**src/rtl/quaternion_to_euler_unit_assert.svh**
```systemverilog
// Assertion macros for the quaternion to Euler unit.
`ifndef QUATERNION_TO_EULER_UNIT_ASSERT_SVH
`define QUATERNION_TO_EULER_UNIT_ASSERT_SVH
`ifndef NO_ASSERTIONS
`define Q2E_ASSERT_SAME(lbl, clk, rst, ante, cons, msg) \
   lbl: assert property (@(posedge clk) disable iff (rst) (ante) |-> (cons)) else $error(msg);
`define Q2E_ASSERT_NEXT(lbl, clk, rst, ante, cons, msg) \
   lbl: assert property (@(posedge clk) disable iff (rst) (ante) |=> (cons)) else $error(msg);
`else
`define Q2E_ASSERT_SAME(lbl, clk, rst, ante, cons, msg)
`define Q2E_ASSERT_NEXT(lbl, clk, rst, ante, cons, msg)
`endif
`endif

```
**src/rtl/q2e_pkg.sv**
```systemverilog
package q2e_pkg;
   localparam int SUM_W    = 36;  // sums of products and the pitch sine
   localparam int CW       = 38;  // CORDIC vector width
   localparam int ANG_W    = 34;  // internal angle, 2^31 = pi
   localparam int SQ_STEPS = 29;  // result bits of the square root
   localparam int SQ_W     = 58;

   localparam logic signed [SUM_W-1:0] ONE_Q28     = SUM_W'(268435456);
   localparam logic signed [SUM_W-1:0] NEG_ONE_Q28 = -SUM_W'(268435456);
   localparam logic signed [ANG_W-1:0] HALF_PI     = ANG_W'(1073741824);
   localparam logic signed [18:0]      PITCH_MAX   = 19'sd16384;
   localparam logic signed [18:0]      PITCH_MIN   = -19'sd16384;

   typedef struct packed {
      logic signed [SUM_W-1:0] sr;
      logic signed [SUM_W-1:0] cr;
      logic signed [SUM_W-1:0] sy;
      logic signed [SUM_W-1:0] cy;
      logic signed [28:0]      sp;
      logic                    sat;
      logic                    sat_neg;
   } side_type;

   typedef struct packed {
      logic sat;
      logic sat_neg;
   } clamp_type;

   // atan(2^-i), 2^31 = pi
   function automatic logic signed [ANG_W-1:0] atan_entry(input int unsigned i);
      logic signed [ANG_W-1:0] v;
      case (i)
         0:  v = ANG_W'(536870912);
         1:  v = ANG_W'(316933406);
         2:  v = ANG_W'(167458907);
         3:  v = ANG_W'(85004756);
         4:  v = ANG_W'(42667331);
         5:  v = ANG_W'(21354465);
         6:  v = ANG_W'(10679838);
         7:  v = ANG_W'(5340245);
         8:  v = ANG_W'(2670163);
         9:  v = ANG_W'(1335087);
         10: v = ANG_W'(667544);
         11: v = ANG_W'(333772);
         12: v = ANG_W'(166886);
         13: v = ANG_W'(83443);
         14: v = ANG_W'(41722);
         15: v = ANG_W'(20861);
         16: v = ANG_W'(10430);
         17: v = ANG_W'(5215);
         18: v = ANG_W'(2608);
         19: v = ANG_W'(1304);
         20: v = ANG_W'(652);
         21: v = ANG_W'(326);
         22: v = ANG_W'(163);
         23: v = ANG_W'(81);
         24: v = ANG_W'(41);
         25: v = ANG_W'(20);
         26: v = ANG_W'(10);
         27: v = ANG_W'(5);
         28: v = ANG_W'(3);
         29: v = ANG_W'(1);
         30: v = ANG_W'(1);
         default: v = '0;
      endcase
      return v;
   endfunction

   // floor((a + 2^15) / 2^16)
   function automatic logic signed [18:0] bau_round(input logic signed [ANG_W-1:0] a);
      logic signed [ANG_W:0] t;
      t = (ANG_W+1)'(a) + (ANG_W+1)'(32768);
      return 19'(t >>> 16);
   endfunction
endpackage

```
**src/rtl/q2e_isqrt.sv**
```systemverilog
module q2e_isqrt (
   input  logic                       clock,
   input  logic                       reset,
   input  logic                       in_valid,
   input  logic [56:0]                in_value,
   output logic                       out_valid,
   output logic [q2e_pkg::SQ_STEPS-1:0] out_root
);
   import q2e_pkg::*;

   logic [56:0]     n_ff [1:SQ_STEPS];
   logic [SQ_W-1:0] r_ff [1:SQ_STEPS];
   logic            v_ff [1:SQ_STEPS];

   // one result bit per stage
   for (genvar k = 0; k < SQ_STEPS; k++) begin : g_step
      localparam logic [SQ_W-1:0] BITV = SQ_W'(1) << (56 - 2*k);
      logic [56:0]     n_src, n_in;
      logic [SQ_W-1:0] r_src, r_in, trial;
      logic            v_src;
      if (k == 0) begin : g_first
         assign n_src = in_value;
         assign r_src = '0;
         assign v_src = in_valid;
      end else begin : g_rest
         assign n_src = n_ff[k];
         assign r_src = r_ff[k];
         assign v_src = v_ff[k];
      end
      always_comb begin
         trial = r_src + BITV;
         if ({1'b0, n_src} >= trial) begin
            n_in = n_src - trial[56:0];
            r_in = (r_src >> 1) + BITV;
         end else begin
            n_in = n_src;
            r_in = r_src >> 1;
         end
      end
      always_ff @(posedge clock) begin
         n_ff[k+1] <= n_in;
         r_ff[k+1] <= r_in;
         if (reset) v_ff[k+1] <= 1'b0;
         else       v_ff[k+1] <= v_src;
      end
   end

   assign out_valid = v_ff[SQ_STEPS];
   assign out_root  = r_ff[SQ_STEPS][SQ_STEPS-1:0];
endmodule

```
**config.mk**
```make
export PLATFORM = sky130hd
export DESIGN_NAME = q2e_isqrt
export DESIGN_NICKNAME = d
export VERILOG_FILES = /design/src/rtl/quaternion_to_euler_unit_assert.svh /design/src/rtl/q2e_pkg.sv /design/src/rtl/q2e_isqrt.sv
export SDC_FILE = /design/constraint.sdc
export NUM_CORES = 2
export LEC_CHECK = 0
export ABC_AREA = 1
export BUFFER_PORTS_ARGS = -buffer_cell sky130_fd_sc_hd__buf_2
export CORE_MARGIN = 5
export CORE_UTILIZATION = 46
export DETAILED_ROUTE_END_ITERATION = 10
export PLACE_DENSITY_LB_ADDON = 0.12
export SLEW_MARGIN = 30
export SYNTH_ARGS = -nofsm -noshare
export SYNTH_HDL_FRONTEND = slang
export SYNTH_SLANG_ARGS = --single-unit
```
**constraint.sdc**
```tcl
create_clock -name clock -period 2.1 [get_ports clock]
set_clock_uncertainty 0.05 [all_clocks]
set_input_delay 0.525 -clock clock [delete_from_list [all_inputs] [get_ports clock]]
set_output_delay 0.525 -clock clock [all_outputs]
set_load 0.02 [all_outputs]
```
==> results.cfg <==
[setup_path]
cp_max_fo = 7
worst-setup-path-type = reg2reg
cp_num_buf_inv = 3
start_kind = register
crit_slowest_cell = dfxtp_1
cp-end-kind = register
slowest_delay_ps = 400
path_cells = ha_4, nand2_1, nor2_2, nand2_1, nor2_2, nand2_2, o21ai_2, buf_4, inv_2, nand3_4, buf_12, nand3_1, nand2_2
cp_top_family = simple AND/OR/NAND/NOR gates
critPathRequiredTime_ps = 2810
cp.arrival_ps = 3090

[synth]
synth_most_common_cell = nand2_1
synth-seq-area-share_pct = 42.0
synth.distinct_cells = 58
synth_cells = 14200
ys_ff_latch = 2060
synth_edf_count = 0
synth_warnings = 0
syn_area_mm2 = 0.0981
synthFlopType = dfxtp_1
syn_nets = 14700
synth_top_area_share_pct = 42.0
synth.avg_cell_area_um2 = 6.92
synth.area.top_cells = dfxtp_1, nand2_1, inv_1
yosys.area.top_type = dfxtp_1
synth-async-reset-ratio_pct = 0
yosys-top-cells-count = nand2_1, inv_1, dfxtp_1

[power_and_ir_drop]
clock_power_share_pct = 22.1
p_leak_nw = 71.5
pwr-share-comb_pct = 45.7
p_per_area_mw_per_mm2 = 1320
pwr-share-seq_pct = 32.2
switchingPower_mw = 75.6
switching_share_pct = 41.0
ir_drop_mv = 1.04
p_int_mw = 109

[floorplanning]
io_pins = 90
die-area_mm2 = 0.223
initial_core_util_pct = 46.2
die_w_um = 472
placementRows = 169
die_y_um = 472
core_mm2 = 0.212

[sta]
final.period_utilization_pct = 113
post-route-min-period_ps = 2370
setup_slack_ps = -271
fin_tns_setup_ps = -53460
relSlewSlack_pct = 58.4
holdWs_ps = 142
setup_viol = 555
hold_violations = 0
maxSlewViolCount = 0
worstMarginPinSlew_ps = 623
rsz0062_at_grt = yes
fmax_ghz = 0.422

[clock_tree]
clockBufferDepth = 3
cts_root_buffer = clkbuf_16
cts_sinks = 2060
clk_pin_slew_ps = 70
htreeDepth = 4
cts_tree = built
clkLatencyLatePin_ps = 930
cts_buffers = 211

[worst_hold_path]
hp-class = in2reg

[drt]
dr.pass1.iters = 9
drc = 0
drt-total-wl_um = 389000
ant_nets = 0
wl_per_cell_um = 19.3
num_vias = 102000
drt-initial-drc-count = 9808
vias_per_cell = 5.06

[outcome]
violations = setup timing
outcome = finished with violations

[global_route]
grt_pass1_vias = 96700
grt_use_total_pct = 32.5
antenna_found_initial = 24
grt_max_degree = 41
grt_pass1_wl_um = 562000
grt_overflow = 0

[finish]
seqCellArea_mm2 = 0.0418
final_cell_count_no_fill = 20100
multi_input_area_mm2 = 0.0544
fillCellCount = 18000
final_util_pct = 66.0
drive_above_1_share_pct = 29.8
syn2layout_area_growth_pct = 42.8
layout.nets = 17700

[placement]
place.detailed.hpwl_um = 308000
port_buffers = 89
dpl.cell_count = 19500
gp_congestion = 1.02

[run]
maxCapViolCount = 0
## final timing paths
path                   startpoint                   end  slack (ps)  cells after the start
min                  in_value[35]   n_ff[0][92]$_DFF_P_         140                      2
max          n_ff[1][304]$_DFF_P_  n_ff[1][374]$_DFF_P_        -270                     13
min reg2reg  n_ff[1][125]$_DFF_P_  n_ff[1][182]$_DFF_P_         200                      0
max reg2reg  n_ff[1][304]$_DFF_P_  n_ff[1][374]$_DFF_P_        -270                     13
## layout make-up
| type | count | share of cell area, % |
|---|---|---|
| Timing Repair inverter | 2 | 0.0107 |
| Multi-Input combinational cell | 9591 | 38.8 |
| Timing Repair Buffer | 2862 | 16.7 |
| Antenna cell | 6 | 0.0107 |
| Clock buffer | 260 | 4.10 |
| Inverter | 2402 | 6.52 |
| Clock inverter | 139 | 1.44 |
| Sequential cell | 2060 | 29.9 |
| Tap cell | 2821 | 2.52 |
## placed cells by master (no fill, tap or decap), drive strengths merged, types with 2 or more instances in the layout
cell	synthesis	routed
o211ai	10	10
o21ai	319	319
a31oi	4	4
a21boi	9	9
or2	19	19
nand2	4795	4796
nand4	287	287
nand3b	78	78
clkinv	1	71
inv	2401	2422
nor3b	10	10
clkbuf	8	283
dlygate4sd3	0	60
o21bai	22	22
nor2	1586	1587
bufinv	0	29
buf	106	2775
ha	460	460
and3	8	8
and2	25	25
diode	0	6
nand3	766	766
clkinvlp	0	21
nor2b	2	2
a211oi	6	6
xnor2	162	162
xor2	216	216
a21oi	527	527
dfxtp	2060	2060
nor3	151	151
o21a	8	8
bufbuf	0	4
nor4	101	101
a21o	12	12
## metrics by stage
step                      cell area (µm²)  total power [mW]  worst slack, ps
after floorplan                     98100              92.1              144
after global placement             121000               132             -655
after detailed placement           121000               132             -649
after CTS                          132000               175             -278
after global routing               140000               194             -334
final                              140000               184             -271
## layer usage
layer / global-route usage [%] / up-vias / share of wire, %
met5: 0 / - / 0.0069
met4: 9.77 / 4 / 3.6
met3: 5.57 / 743 / 8.5
met2: 50.0 / 3983 / 43
met1: 46.8 / 47400 / 45
li1: - / 49700 / -
## registers in the layout (all words and copies together), names as in the netlist
name	count
v_ff	29
n_ff	1596
r_ff	435
## power by group through the flow
stage / Sequential (mW) / Clock [mW] / Combinational, mW
3_5_place_dp: 58.5 / 0 / 73.4
6_report: 59.4 / 40.8 / 84.2
4_1_cts: 58.1 / 41.3 / 75.9
3_3_place_gp: 58.5 / 0 / 73.0
5_1_grt: 59.8 / 43.2 / 91.3
2_1_floorplan: 53.2 / 0 / 39.0
## cells by family after synthesis
family	Yosys count	synth area share, %
adder cells (fa/ha/maj)	461	5.89
AND/OR/NAND/NOR	7830	33.2
buffers and inverters	2516	10.1
AO/OA/AOI/OAI	919	5.41
flip-flops	2060	42.0
XOR/XNOR	378	3.38
other	1	0.00382
## repair_timing
item | CTS | global route
pin swaps | 103 | 356
setup endpoints to repair | 738 | 791
hold buffers | 60 | 0
resized for setup | 603 | 1583
setup buffers | 48 | 133
gates cloned | 19 | 30
hold endpoints to repair | 85 | 0
(Power assumes the default switching activity.)
